==> src/design/orcpe_pkg.sv <==
package orcpe_pkg;

  localparam int TICK_W   = 21;
  localparam int BASE_W   = 16;
  localparam int BITS_W   = 7;
  localparam int BYTE_W   = 8;
  localparam int RATIO_W  = 5;
  localparam int CFG_AW   = 3;
  localparam int CFG_DW   = 64;

  localparam logic [1:0] PH_SYNC_HI = 2'd0;
  localparam logic [1:0] PH_SYNC_LO = 2'd1;
  localparam logic [1:0] PH_BIT_HI  = 2'd2;
  localparam logic [1:0] PH_BIT_LO  = 2'd3;

  localparam logic [CFG_AW-1:0] REG_CODE_WORD = 3'd0;
  localparam logic [CFG_AW-1:0] REG_CODE_BITS = 3'd1;
  localparam logic [CFG_AW-1:0] REG_BASE      = 3'd2;
  localparam logic [CFG_AW-1:0] REG_PROTOCOL  = 3'd3;
  localparam logic [CFG_AW-1:0] REG_REPEAT    = 3'd4;

  localparam logic [BASE_W-1:0] DEF_BASE    = 16'd350;
  localparam logic [BYTE_W-1:0] DEF_REPEAT  = 8'd10;
  localparam logic [BITS_W-1:0] RST_BITS    = 7'd24;
  localparam logic [BYTE_W-1:0] RST_PROTO   = 8'd11;
  localparam logic [BYTE_W-1:0] PROTO_ONE   = 8'd1;
  localparam logic [BYTE_W-1:0] PROTO_TWO   = 8'd2;

  localparam logic [RATIO_W-1:0] RATIO_UNIT     = 5'd1;
  localparam logic [RATIO_W-1:0] RATIO_SYNC_P1  = 5'd31;
  localparam logic [RATIO_W-1:0] RATIO_SYNC_P2  = 5'd10;
  localparam logic [RATIO_W-1:0] RATIO_SYNC_DEF = 5'd23;
  localparam logic [RATIO_W-1:0] RATIO_BIG_P1   = 5'd3;
  localparam logic [RATIO_W-1:0] RATIO_BIG_DEF  = 5'd2;

  typedef struct packed {
    logic [BITS_W-1:0] code_bits;
    logic [BASE_W-1:0] base_period_us;
    logic [BYTE_W-1:0] protocol;
    logic [BYTE_W-1:0] repeat_count;
  } cfg_t;

  typedef struct packed {
    logic line_level;
    logic busy_res;
    logic frame_done;
    logic start_rejected;
  } result_t;

endpackage

==> src/design/orcpe_cfg.sv <==
module orcpe_cfg
  import orcpe_pkg::*;
#(
  parameter int KEY_WIDTH = 64
) (
  input  logic                 clk,
  input  logic                 rst_n,
  input  logic                 cfg_we,
  input  logic [CFG_AW-1:0]    cfg_addr,
  input  logic [CFG_DW-1:0]    cfg_wdata,
  output cfg_t                 cfg,
  output logic [KEY_WIDTH-1:0] code_word
);

  logic [KEY_WIDTH-1:0] code_word_r;
  cfg_t                 cfg_r;

  always_ff @(posedge clk) begin
    if (!rst_n) begin
      code_word_r          <= '0;
      cfg_r.code_bits      <= RST_BITS;
      cfg_r.base_period_us <= DEF_BASE;
      cfg_r.protocol       <= RST_PROTO;
      cfg_r.repeat_count   <= DEF_REPEAT;
    end else if (cfg_we) begin
      case (cfg_addr)
        REG_CODE_WORD: code_word_r          <= cfg_wdata[KEY_WIDTH-1:0];
        REG_CODE_BITS: cfg_r.code_bits      <= cfg_wdata[BITS_W-1:0];
        REG_BASE:      cfg_r.base_period_us <= cfg_wdata[BASE_W-1:0];
        REG_PROTOCOL:  cfg_r.protocol       <= cfg_wdata[BYTE_W-1:0];
        REG_REPEAT:    cfg_r.repeat_count   <= cfg_wdata[BYTE_W-1:0];
        default: ;
      endcase
    end
  end

  assign cfg       = cfg_r;
  assign code_word = code_word_r;

endmodule

==> src/design/orcpe_phase_len.sv <==
module orcpe_phase_len
  import orcpe_pkg::*;
(
  input  logic [1:0]        phase,
  input  logic              bit_one,
  input  logic [BYTE_W-1:0] protocol,
  input  logic [BASE_W-1:0] base_unit,
  output logic [TICK_W-1:0] len
);

  logic [RATIO_W-1:0] ratio;
  logic [RATIO_W-1:0] big;

  always_comb begin
    big = (protocol == PROTO_ONE) ? RATIO_BIG_P1 : RATIO_BIG_DEF;
    unique case (phase)
      PH_SYNC_HI: ratio = RATIO_UNIT;
      PH_SYNC_LO: begin
        if (protocol == PROTO_ONE)      ratio = RATIO_SYNC_P1;
        else if (protocol == PROTO_TWO) ratio = RATIO_SYNC_P2;
        else                            ratio = RATIO_SYNC_DEF;
      end
      PH_BIT_HI:  ratio = bit_one ? big : RATIO_UNIT;
      PH_BIT_LO:  ratio = bit_one ? RATIO_UNIT : big;
      default:    ratio = RATIO_UNIT;
    endcase
  end

  assign len = {{(TICK_W-BASE_W){1'b0}}, base_unit} * {{(TICK_W-RATIO_W){1'b0}}, ratio};

endmodule

==> src/design/orcpe_seq.sv <==
module orcpe_seq
  import orcpe_pkg::*;
#(
  parameter int KEY_WIDTH = 64
) (
  input  logic                 clk,
  input  logic                 rst_n,
  input  logic                 tick,
  input  logic                 start_req,
  input  cfg_t                 cfg,
  input  logic [KEY_WIDTH-1:0] code_word,
  output result_t              res
);

  localparam int POS_W = (KEY_WIDTH > 1) ? $clog2(KEY_WIDTH) : 1;

  logic              active_r, active_nxt;
  logic [1:0]        phase_r, phase_nxt;
  logic [POS_W-1:0]  pos_r, pos_nxt;
  logic [BYTE_W-1:0] frames_r, frames_nxt;
  logic [TICK_W-1:0] ticks_r, ticks_nxt;

  logic [BASE_W-1:0] base_unit;
  logic [BITS_W-1:0] nb;
  logic [BITS_W-1:0] nb_m1;
  logic              start_go, launch, rej;
  logic              cur_active;
  logic [1:0]        cur_phase, ld_phase;
  logic [POS_W-1:0]  cur_pos, ld_pos;
  logic [BYTE_W-1:0] cur_frames, frames_dec;
  logic [TICK_W-1:0] cur_ticks, len;
  logic              load, done;

  always_comb begin
    base_unit = (cfg.base_period_us == '0) ? DEF_BASE : cfg.base_period_us;
    nb        = (cfg.code_bits > BITS_W'(KEY_WIDTH)) ? BITS_W'(KEY_WIDTH) : cfg.code_bits;
    nb_m1     = nb - 1'b1;
    start_go  = !active_r && start_req;
    rej       = start_go && (nb == '0);
    launch    = start_go && (nb != '0);

    cur_active = active_r || launch;
    cur_phase  = launch ? PH_SYNC_HI : phase_r;
    cur_pos    = launch ? '0 : pos_r;
    if (launch) cur_frames = (cfg.repeat_count == '0) ? DEF_REPEAT : cfg.repeat_count;
    else        cur_frames = frames_r;
    cur_ticks  = launch ? {{(TICK_W-BASE_W){1'b0}}, base_unit} : ticks_r;
    frames_dec = cur_frames - 1'b1;

    active_nxt = cur_active;
    phase_nxt  = cur_phase;
    pos_nxt    = cur_pos;
    frames_nxt = cur_frames;
    ticks_nxt  = cur_ticks;
    ld_phase   = cur_phase;
    ld_pos     = cur_pos;
    load       = 1'b0;
    done       = 1'b0;

    if (cur_active) begin
      if (cur_ticks > TICK_W'(1)) begin
        ticks_nxt = cur_ticks - 1'b1;
      end else begin
        unique case (cur_phase)
          PH_SYNC_HI: begin
            ld_phase = PH_SYNC_LO;
            load     = 1'b1;
          end
          PH_SYNC_LO: begin
            ld_pos   = (nb != '0) ? nb_m1[POS_W-1:0] : '0;
            ld_phase = PH_BIT_HI;
            load     = 1'b1;
          end
          PH_BIT_HI: begin
            ld_phase = PH_BIT_LO;
            load     = 1'b1;
          end
          PH_BIT_LO: begin
            if (cur_pos != '0) begin
              ld_pos   = cur_pos - 1'b1;
              ld_phase = PH_BIT_HI;
              load     = 1'b1;
            end else if (frames_dec == '0) begin
              frames_nxt = '0;
              active_nxt = 1'b0;
              done       = 1'b1;
              phase_nxt  = PH_SYNC_HI;
              ticks_nxt  = '0;
            end else begin
              frames_nxt = frames_dec;
              ld_phase   = PH_SYNC_HI;
              load       = 1'b1;
            end
          end
          default: ;
        endcase
      end
    end

    if (load) begin
      phase_nxt = ld_phase;
      pos_nxt   = ld_pos;
      ticks_nxt = len;
    end

    res.line_level     = cur_active && !cur_phase[0];
    res.busy_res       = cur_active;
    res.frame_done     = done;
    res.start_rejected = rej;
  end

  orcpe_phase_len u_len (
    .phase     (ld_phase),
    .bit_one   (code_word[ld_pos]),
    .protocol  (cfg.protocol),
    .base_unit (base_unit),
    .len       (len)
  );

  always_ff @(posedge clk) begin
    if (!rst_n) begin
      active_r <= 1'b0;
      phase_r  <= PH_SYNC_HI;
      pos_r    <= '0;
      frames_r <= '0;
      ticks_r  <= '0;
    end else if (tick) begin
      active_r <= active_nxt;
      phase_r  <= phase_nxt;
      pos_r    <= pos_nxt;
      frames_r <= frames_nxt;
      ticks_r  <= ticks_nxt;
    end
  end

endmodule

==> src/design/orcpe_out_reg.sv <==
module orcpe_out_reg
  import orcpe_pkg::*;
(
  input  logic    clk,
  input  logic    rst_n,
  input  logic    in_valid,
  output logic    in_ready,
  input  result_t res,
  output logic    out_valid,
  input  logic    out_ready,
  output result_t out_res
);

  logic    valid_r;
  result_t res_r;

  assign in_ready = !valid_r || out_ready;

  always_ff @(posedge clk) begin
    if (!rst_n) begin
      valid_r <= 1'b0;
    end else if (in_ready) begin
      valid_r <= in_valid;
    end
  end

  always_ff @(posedge clk) begin
    if (in_valid && in_ready) begin
      res_r <= res;
    end
  end

  assign out_valid = valid_r;
  assign out_res   = res_r;

endmodule

==> src/design/ook_remote_code_pulse_encoder.sv <==
// OOK remote-control code pulse encoder.
// Input stream: one transaction per microsecond tick; in_tdata[0] is start_req.
// Output stream: one transaction per input transaction, in order, carrying the
// keyed line level for that microsecond, busy, and the start-rejected flag;
// out_tlast marks the final microsecond of a whole transmission.
// Config port: cfg_we writes register cfg_addr (0 code_word, 1 code_bits,
// 2 base_period_us, 3 protocol, 4 repeat_count) with cfg_wdata; write only
// while the block is idle.
// The result of a tick is registered and is valid in the cycle after it is accepted.
// Throughput: one tick per cycle while in_tready is high; the per-tick path is
// the phase counter update plus one 16x5 multiply for the next phase length.
// Reset (rst_n low, synchronous): the encoder goes idle, the line is low and
// the config registers return to 0, 24, 350, 11, 10.
// Back-pressure: a single output register holds the pending result; in_tready
// drops only while that register is full and out_tready is low.
module ook_remote_code_pulse_encoder
  import orcpe_pkg::*;
#(
  parameter int KEY_WIDTH = 64
) (
  input  logic              clk,
  input  logic              rst_n,
  input  logic              in_tvalid,
  output logic              in_tready,
  input  logic [7:0]        in_tdata,   // [0] start_req, [7:1] zero
  output logic              out_tvalid,
  input  logic              out_tready,
  output logic [7:0]        out_tdata,  // [0] line_level, [1] busy_res, [2] start_rejected
  output logic              out_tlast,  // frame_done
  input  logic              cfg_we,
  input  logic [CFG_AW-1:0] cfg_addr,
  input  logic [CFG_DW-1:0] cfg_wdata
);

  cfg_t                 cfg;
  logic [KEY_WIDTH-1:0] code_word;
  result_t              res;
  result_t              out_res;
  logic                 tick;

  assign tick = in_tvalid && in_tready;

  orcpe_cfg #(.KEY_WIDTH(KEY_WIDTH)) u_cfg (
    .clk       (clk),
    .rst_n     (rst_n),
    .cfg_we    (cfg_we),
    .cfg_addr  (cfg_addr),
    .cfg_wdata (cfg_wdata),
    .cfg       (cfg),
    .code_word (code_word)
  );

  orcpe_seq #(.KEY_WIDTH(KEY_WIDTH)) u_seq (
    .clk       (clk),
    .rst_n     (rst_n),
    .tick      (tick),
    .start_req (in_tdata[0]),
    .cfg       (cfg),
    .code_word (code_word),
    .res       (res)
  );

  orcpe_out_reg u_out (
    .clk       (clk),
    .rst_n     (rst_n),
    .in_valid  (in_tvalid),
    .in_ready  (in_tready),
    .res       (res),
    .out_valid (out_tvalid),
    .out_ready (out_tready),
    .out_res   (out_res)
  );

  assign out_tdata = {5'd0, out_res.start_rejected, out_res.busy_res, out_res.line_level};
  assign out_tlast = out_res.frame_done;

endmodule

==> config.mk <==
export PLATFORM = sky130hd
export DESIGN_NAME = ook_remote_code_pulse_encoder
export DESIGN_NICKNAME = d
export VERILOG_FILES = /design/src/design/orcpe_pkg.sv /design/src/design/orcpe_cfg.sv /design/src/design/orcpe_phase_len.sv /design/src/design/orcpe_seq.sv /design/src/design/orcpe_out_reg.sv /design/src/design/ook_remote_code_pulse_encoder.sv
export SDC_FILE = /design/constraint.sdc
export NUM_CORES = 1
export LEC_CHECK = 0
export ABC_AREA = 1
export BUFFER_PORTS_ARGS = -buffer_cell sky130_fd_sc_hd__buf_2
export CORE_MARGIN = 4
export CORE_UTILIZATION = 60
export CTS_BUF_LIST = sky130_fd_sc_hd__clkbuf_4
export DETAILED_ROUTE_END_ITERATION = 8
export PLACE_DENSITY = 0.81
export SLEW_MARGIN = 20
export SYNTH_ARGS = -nofsm -noshare
export SYNTH_HDL_FRONTEND = slang
export SYNTH_SLANG_ARGS = --single-unit
==> constraint.sdc <==
create_clock -name clk -period 21.8 [get_ports clk]
set_clock_uncertainty 0.2 [all_clocks]
set_input_delay 1.09 -clock clk [delete_from_list [all_inputs] [get_ports clk]]
set_output_delay 1.09 -clock clk [all_outputs]
set_load 0.1 [all_outputs]
### Yosys cells after proc, flatten, opt, wreduce, memory -nomap -nowiden

Cells that the tools add are included.
Widths: inputs -> output; s select.

| operators by class | value |
|---|---|
| $add $sub $neg | 4 |
| equal/unequal tests | 12 |
| mux-type cells | 52 |
| reductions and logical operators | 26 |
| div/mod/pow operators | 0 |
| $lt $le $gt $ge | 3 |
| bitwise logic cells | 2 |
| multipliers | 1 |
| shifts and indexed selects | 0 |

Operators with widths:

| operator | count |
|---|---|
| $mux 21 | 7 |
| $mux 8 | 7 |
| $mux 6 | 6 |
| $mux 2 | 13 |
| $gt 21x1->1 const B | 1 |
| $mul 16x5->21 | 1 |
| $sub 21x1->21 const B | 1 |
| $pmux 5 s4 | 1 |
| $logic_not 16->1 | 1 |
| $logic_not 8->1 | 2 |
| $mux 16 | 1 |
| $pmux 6 s2 | 1 |
| $sub 6x1->6 const B | 2 |
| $mux 1 | 10 |
| $mux 5 | 2 |
| $reduce_and 2->1 | 5 |
| $eq 2x2->1 const B | 4 |
| $eq 8x1->1 const B | 1 |
| $eq 8x2->1 const B | 1 |
| $pmux 2 s4 | 1 |
| $sub 8x1->8 const B | 1 |
| $gt 7x7->1 const B | 1 |
| $logic_not 7->1 | 1 |
| $lt 6x7->1 const B | 1 |
| other kinds (17) | 28 |

| storage, ports and cells | value |
|---|---|
| bits in read-only memories | 0 |
| register bits | 146 |
| word-level logic and storage cells | 115 |
| memories kept | 0 |
| output and inout bits | 11 |
| latch bits | 0 |
| input bits | 80 |
| bits in writable memories | 0 |

### Longest topological paths before layout

| logic depth | value |
|---|---|
| depth after elaboration | 16 |
| mapped depth | 54 |
| depth with buffers taken out | 52 |

### By module

A second synthesis with hierarchy kept.

| unflattened totals | value |
|---|---|
| cells, all modules | 1938 |
| area, all modules | 12095.4 µm² |

Modules (own cells, without submodules):

| module | times used | seq. area each (µm²) | cells an instance | area an instance (µm²) |
|---|---|---|---|---|
| orcpe_seq | 1 | 760.7 | 870 | 4857.2 |
| orcpe_cfg | 1 | 2062.0 | 626 | 4266.6 |
| orcpe_phase_len | 1 | 0.0 | 423 | 2751.4 |
| orcpe_out_reg | 1 | 140.1 | 11 | 171.4 |
| ook_remote_code_pulse_encoder | 1 | 0.0 | 8 | 48.8 |

### Least setup slack after synthesis

OpenSTA, ideal clock, no wires.

| timing path | value |
|---|---|
| path type | input to register |
| start | input port in_tdata[0] |
| end | register u_seq.ticks_r[17] |
| required time | 21530 ps |
| setup slack | 13901 ps |
| path buffers | 1 |
| cell stages on the path | 45 |
| setup time | 70 ps |
| arrival | 7628 ps |
| path through | inv_1 -> nor2_4 -> nand2_4 -> buf_6 -> o21ai_2 -> ha_1 -> a21boi_0 -> nand3_1 -> nor2_1 -> nand3_2 -> nand2_4 -> nand2_4 -> nor2_1 -> inv_2 -> o21ai_1 -> inv_1 -> nor2_4 -> inv_2 -> [... 9 more ...] -> inv_1 -> ha_1 -> nand2_1 -> nor2_1 -> nand2_1 -> o211ai_1 -> a31oi_1 -> or2_2 -> nand2_1 -> a21oi_1 -> o21ai_0 -> inv_1 -> nor2_1 -> o21ai_0 -> nand2_1 -> xor2_1 -> o221ai_1 -> a21oi_1 |

| on the way | value |
|---|---|
| word-level cells in the longest chain between the ends | 14 |
| elaborated cells on any way between the ends | 48 |
| classes of those cells | 3 x add/sub; 1 x mul; 1 x order compare; 6 x eq/ne; 29 x mux; 8 x reduce/logical |

RTL lines:

| element | RTL line | text |
|---|---|---|
| start: declaration | ook_remote_code_pulse_encoder.sv:25 | `input logic [7:0] in_tdata,` |
| $logic_and 1x1->1 (*) | orcpe_seq.sv:38 | `start_go = !active_r && start_req;` |
| $logic_and 1x1->1 (*) | orcpe_seq.sv:40 | `launch = start_go && (nb != '0);` |
| $mux 6 or $mux 8 (tied branches) | orcpe_seq.sv:44, orcpe_seq.sv:45 |  |
| $sub 6x1->6 (tied with other cells) | orcpe_seq.sv:80 | `ld_pos = cur_pos - 1'b1;` |
| $mux 6 or $logic_not 8->1 (tied branches) | orcpe_seq.sv:79, orcpe_seq.sv:83 |  |
| $pmux 6 s2 or $mux 2 (tied branches) | orcpe_seq.sv:64, orcpe_seq.sv:83 |  |
| $mux 6 or $mux 2 (tied branches) | orcpe_seq.sv:61, orcpe_seq.sv:79 |  |
| $mux 6 or $pmux 2 s4 (tied branches) | orcpe_seq.sv:60, orcpe_seq.sv:64 |  |
| $bmux 1 s6 or $mux 2 (tied branches) | orcpe_seq.sv:114, orcpe_seq.sv:61 |  |
| $mux 1 (implied by the code) or $mux 2 (tied branches) | orcpe_seq.sv:114, orcpe_seq.sv:60 |  |
| $mux 2 (tied with other cells) | orcpe_phase_len.sv:24 | `PH_BIT_LO: ratio = bit_one ? RATIO_UNIT : big;` |
| $pmux 5 s4 | orcpe_phase_len.sv:16 | `unique case (phase)` |
| $mul 16x5->21 | orcpe_phase_len.sv:29 | `assign len = {{(TICK_W-BASE_W){1'b0}}, base_unit} * {{(TICK_W-RATIO_W){1'b0}}, ratio};` |
| $mux 21 (*) | orcpe_seq.sv:100 | `if (load) begin` |
| end signal: assignment | orcpe_seq.sv:132 | `ticks_r <= ticks_nxt;` |
| end: declaration | orcpe_seq.sv:21 | `logic [TICK_W-1:0] ticks_r, ticks_nxt;` |

Mark *: on every way between the ends. The rest lies on a longest branch, timed or not. The select of a mux whose other input is x is not followed.
A chain may end at the register's enable or synchronous reset.

### Final worst setup path

| timing path | value |
|---|---|
| start | register u_cfg.cfg_r (netlist bit u_cfg.cfg[34]) |
| end | register u_seq.ticks_r[17] |

| on the way | value |
|---|---|
| word-level cells in the longest chain between the ends | 16 |
| elaborated cells on any way between the ends | 52 |
| classes of those cells | 4 x add/sub; 1 x mul; 2 x order compare; 6 x eq/ne; 31 x mux; 8 x reduce/logical |

RTL lines:

| element | RTL line | text |
|---|---|---|
| start: declaration | orcpe_cfg.sv:16 | `cfg_t cfg_r;` |
| $gt 7x7->1 | orcpe_seq.sv:36 | `nb = (cfg.code_bits > BITS_W'(KEY_WIDTH)) ? BITS_W'(KEY_WIDTH) : cfg.code_bits;` |
| $mux 7 (*) | orcpe_seq.sv:36 |  |
| $reduce_bool 7->1 | orcpe_seq.sv:40, orcpe_seq.sv:70 |  |
| $logic_and 1x1->1 | orcpe_seq.sv:40 |  |
| $mux 6 or $mux 8 (tied branches) | orcpe_seq.sv:44, orcpe_seq.sv:45 |  |
| $sub 6x1->6 (tied with other cells) | orcpe_seq.sv:80 |  |
| $mux 6 or $logic_not 8->1 (tied branches) | orcpe_seq.sv:79, orcpe_seq.sv:83 |  |
| $pmux 6 s2 or $mux 2 (tied branches) | orcpe_seq.sv:64, orcpe_seq.sv:83 |  |
| $mux 6 or $mux 2 (tied branches) | orcpe_seq.sv:61, orcpe_seq.sv:79 |  |
| $mux 6 or $pmux 2 s4 (tied branches) | orcpe_seq.sv:60, orcpe_seq.sv:64 |  |
| $bmux 1 s6 or $mux 2 (tied branches) | orcpe_seq.sv:114, orcpe_seq.sv:61 |  |
| $mux 1 (implied by the code) or $mux 2 (tied branches) | orcpe_seq.sv:114, orcpe_seq.sv:60 |  |
| $mux 2 (tied with other cells) | orcpe_phase_len.sv:24 |  |
| $pmux 5 s4 | orcpe_phase_len.sv:16 |  |
| $mul 16x5->21 | orcpe_phase_len.sv:29 |  |
| $mux 21 (*) | orcpe_seq.sv:100 |  |

Marks and branches as above.

==> impl_metrics.toml <==
[detailed_routing]
drtIter0Drc = 1144
drc = 0
wl_per_cell_um = 14.9
first_pass_iters = 6
ant_nets = 0
routed_wl_mm = 27.3
via_per_inst = 5.62
vias = 10300

[pwr]
fin_total_pwr_w = 0.000718
power_density_nw_per_um2 = 63.3
ir_drop_uv = 40.7
power.leakage_nw = 5.31

[clocking]
clk_path_buf_depth = 2
clk_latency_ps = 580
post_cts_resized = 0
cts_root_buf = "clkbuf_4"
clkSinkCount = 146
cts_setup_buffers = 0
cts_tree = "yes"
h-tree-depth = 4
cts.reportedPaths.clkPinSlew_ps = 160
cts_hold_buf = 0
cts_buffers = 17

[sta]
setup_slack_ps = 11850
tightest_slew_ps = 1070
setup_viol = 0
rsz0062_at_grt = "false"
maxSlewViolCount = 0
setup-tns-final_ps = 0
final_hold_viol_count = 0
fin_crit_ps = 9950
relSlewSlack = 0.287
finalCritPeriodShare = 0.456
fmax_ghz = 0.101

[floorplan]
start_util = 0.615
coreArea_um2 = 17400
chipWidth_um = 141
die_h_um = 141
rows = 48
dieArea_um2 = 20000
io_pins = 91

[logic_synthesis]
synth_top_family_by_area = "simple AND/OR/NAND/NOR gates"
synth-seq-area-share = 0.278
syn_inst = 1554
avgSynthCellArea_um2 = 6.87
synth_warnings = 0
yosys.area_share.simple = 0.272
ys_ff_latch = 146
synth-edff-count = 4
syn_area_um2 = 10700
synth_flop_cell = "dfxtp_1"
synth_compound_area_frac = 0.181
synth_xor_area_frac = 0.0287
ys_types = 57
synth_async_sr_flop_share = 0
muxShareOfSynthArea = 0.000938
synthAdderAreaFrac = 0.120

[final_layout]
final_area_um2 = 11400
instances_no_fill = 1828
final_layout_size_suffix_gt1_frac = 0.122
final_nets = 1746
synthToLayoutAreaGrowth_pct = 6.33

[global_routing]
grt.total_usage = 0.272
grt_pass1_wl_mm = 44.7
antenna_found_initial = 1
grt_pass1_vias = 9215
grt_start_max_net_pins = 104
grt-ovfl-total = 0

[critical_path]
critPathMaxFanout = 40
cp_slowest_stage_delay_ps = 700
startpoint_type = "register"
worstSetupPathType = "register to register"
cp_slowest_cell = "nand2_2"
worst-endpoint-arrival_ps = 10260
end_kind = "register"
critPathMostFrequentCell = "nand2_1"
crit_required_ps = 22120

[run]
maxCapViolCount = 0

[placement]
dp_cells = 1795
dp_hpwl_mm = 20.1
io_buffers = 78
place_congestion = 0.943
post_dp_cell_area_um2 = 11000
dp_slack_ps = 12040

[worst_hold_path]
hold_class = "register to register"

[status]
status = "finished, final reports clean"
worst max-delay path: cells and delay by family (launching register included):
kind	cells	cell delay, ps
buf+inv	4	240
simple gates	26	4780
xor+xnor	1	340
flops	1	370
compound gates	11	2050
fa+ha+maj	5	1860
final timing paths:
path / startpoint / to / slack [ps] / cells after the start
worst max register to register: u_cfg.cfg[34]$_SDFFE_PN0P_ / u_seq.ticks_r[17]$_SDFFE_PN0P_ / 11850 / 47
worst min register to register: u_cfg.code_word[42]$_SDFFE_PN0P_ / u_cfg.code_word[42]$_SDFFE_PN0P_ / 270 / 2
worst min-delay path: u_cfg.code_word[42]$_SDFFE_PN0P_ / u_cfg.code_word[42]$_SDFFE_PN0P_ / 270 / 2
worst max-delay path: u_cfg.cfg[34]$_SDFFE_PN0P_ / u_seq.ticks_r[17]$_SDFFE_PN0P_ / 11850 / 47
cell usage after synthesis, types with 21 or more instances:
| master | n | area, um^2 |
|---|---|---|
| nand2_1 | 254 | 953 |
| xor2_1 | 27 | 236 |
| dfxtp_1 | 142 | 2840 |
| ha_1 | 35 | 438 |
| clkbuf_1 | 44 | 165 |
| fa_1 | 42 | 841 |
| nor2_1 | 171 | 642 |
| a21oi_1 | 114 | 571 |
| nand3b_1 | 21 | 158 |
| o21ai_0 | 154 | 771 |
| inv_1 | 220 | 826 |
| nand3_1 | 118 | 591 |
cell usage in the layout (no fill, tap or decap), types with 6 or more instances in the layout:
cell	netlist	routed
nand3b_1	21	21
nor2_2	15	16
o21ai_2	8	8
nand4_1	9	9
o221ai_1	11	11
nand3_1	118	118
o21ai_0	154	154
inv_8	0	6
nor4_1	9	8
xor2_1	27	27
dfxtp_1	142	142
fa_1	42	42
buf_2	8	78
nand2_1	254	253
a31oi_1	6	6
nand2_2	9	10
xnor2_1	8	8
clkbuf_4	0	17
ha_1	35	35
o211ai_1	18	18
nor2_1	171	170
a21oi_1	114	114
o21ai_1	6	6
inv_2	18	18
nor3_1	7	7
inv_1	220	220
state kept, by name, summed over array words and instances, names as in the netlist:
signal / flops
u_seq.phase_r: 2
u_cfg.cfg: 39
u_seq.active_r: 1
u_out.out_res: 4
u_seq.ticks_r: 21
u_seq.frames_r: 8
u_cfg.code_word: 64
u_seq.pos_r: 6
u_out.out_valid: 1
logic make-up (layout without fill, tap and decap cells):
logic type | after synthesis | count (layout)
DFF | 146 | 146
other | 1 | 6
adders and majority gates | 77 | 77
buffers and inverters | 311 | 355
and+or+nand+nor | 640 | 640
muxes | 1 | 1
xor gates and xnor gates | 35 | 35
AOI/OAI and AO/OA | 343 | 343
layout make-up:
type                            instances  area [um^2]
Inverter                              240          903
Antenna cell                            1         2.50
Multi-Input combinational cell       1101         6460
Sequential cell                       146         2960
Clock buffer                           17          128
Timing Repair Buffer                   83          428
Clock inverter                         15          184
Fill cell                            1593         6000
Tap cell                              225          282
power by group:
| part | total, W | internal, W | switching [W] |
|---|---|---|---|
| clock | 0.000192 | 0.0000743 | 0.000117 |
| combinational | 0.000239 | 0.0000828 | 0.000156 |
| sequential | 0.000288 | 0.000280 | 0.00000722 |
| total | 0.000718 | 0.000437 | 0.000281 |
routing by layer:
metal  global-route usage  wire length [um]  vias to the layer above
li1                     -                 -                     5115
met1                0.401             12500                     4747
met2                0.425             12300                      364
met3               0.0411              2040                       39
met4               0.0601               389                        0
met5                    0                 0                        -
stage by stage:
stage,utilization,hold WS (ps)
floorplan,-,225
global placement,0.636,236
detailed placement,0.636,246
CTS,0.654,266
global route,0.654,280
finish,0.654,266
Note: power is estimated with default switching activity, not from simulation.
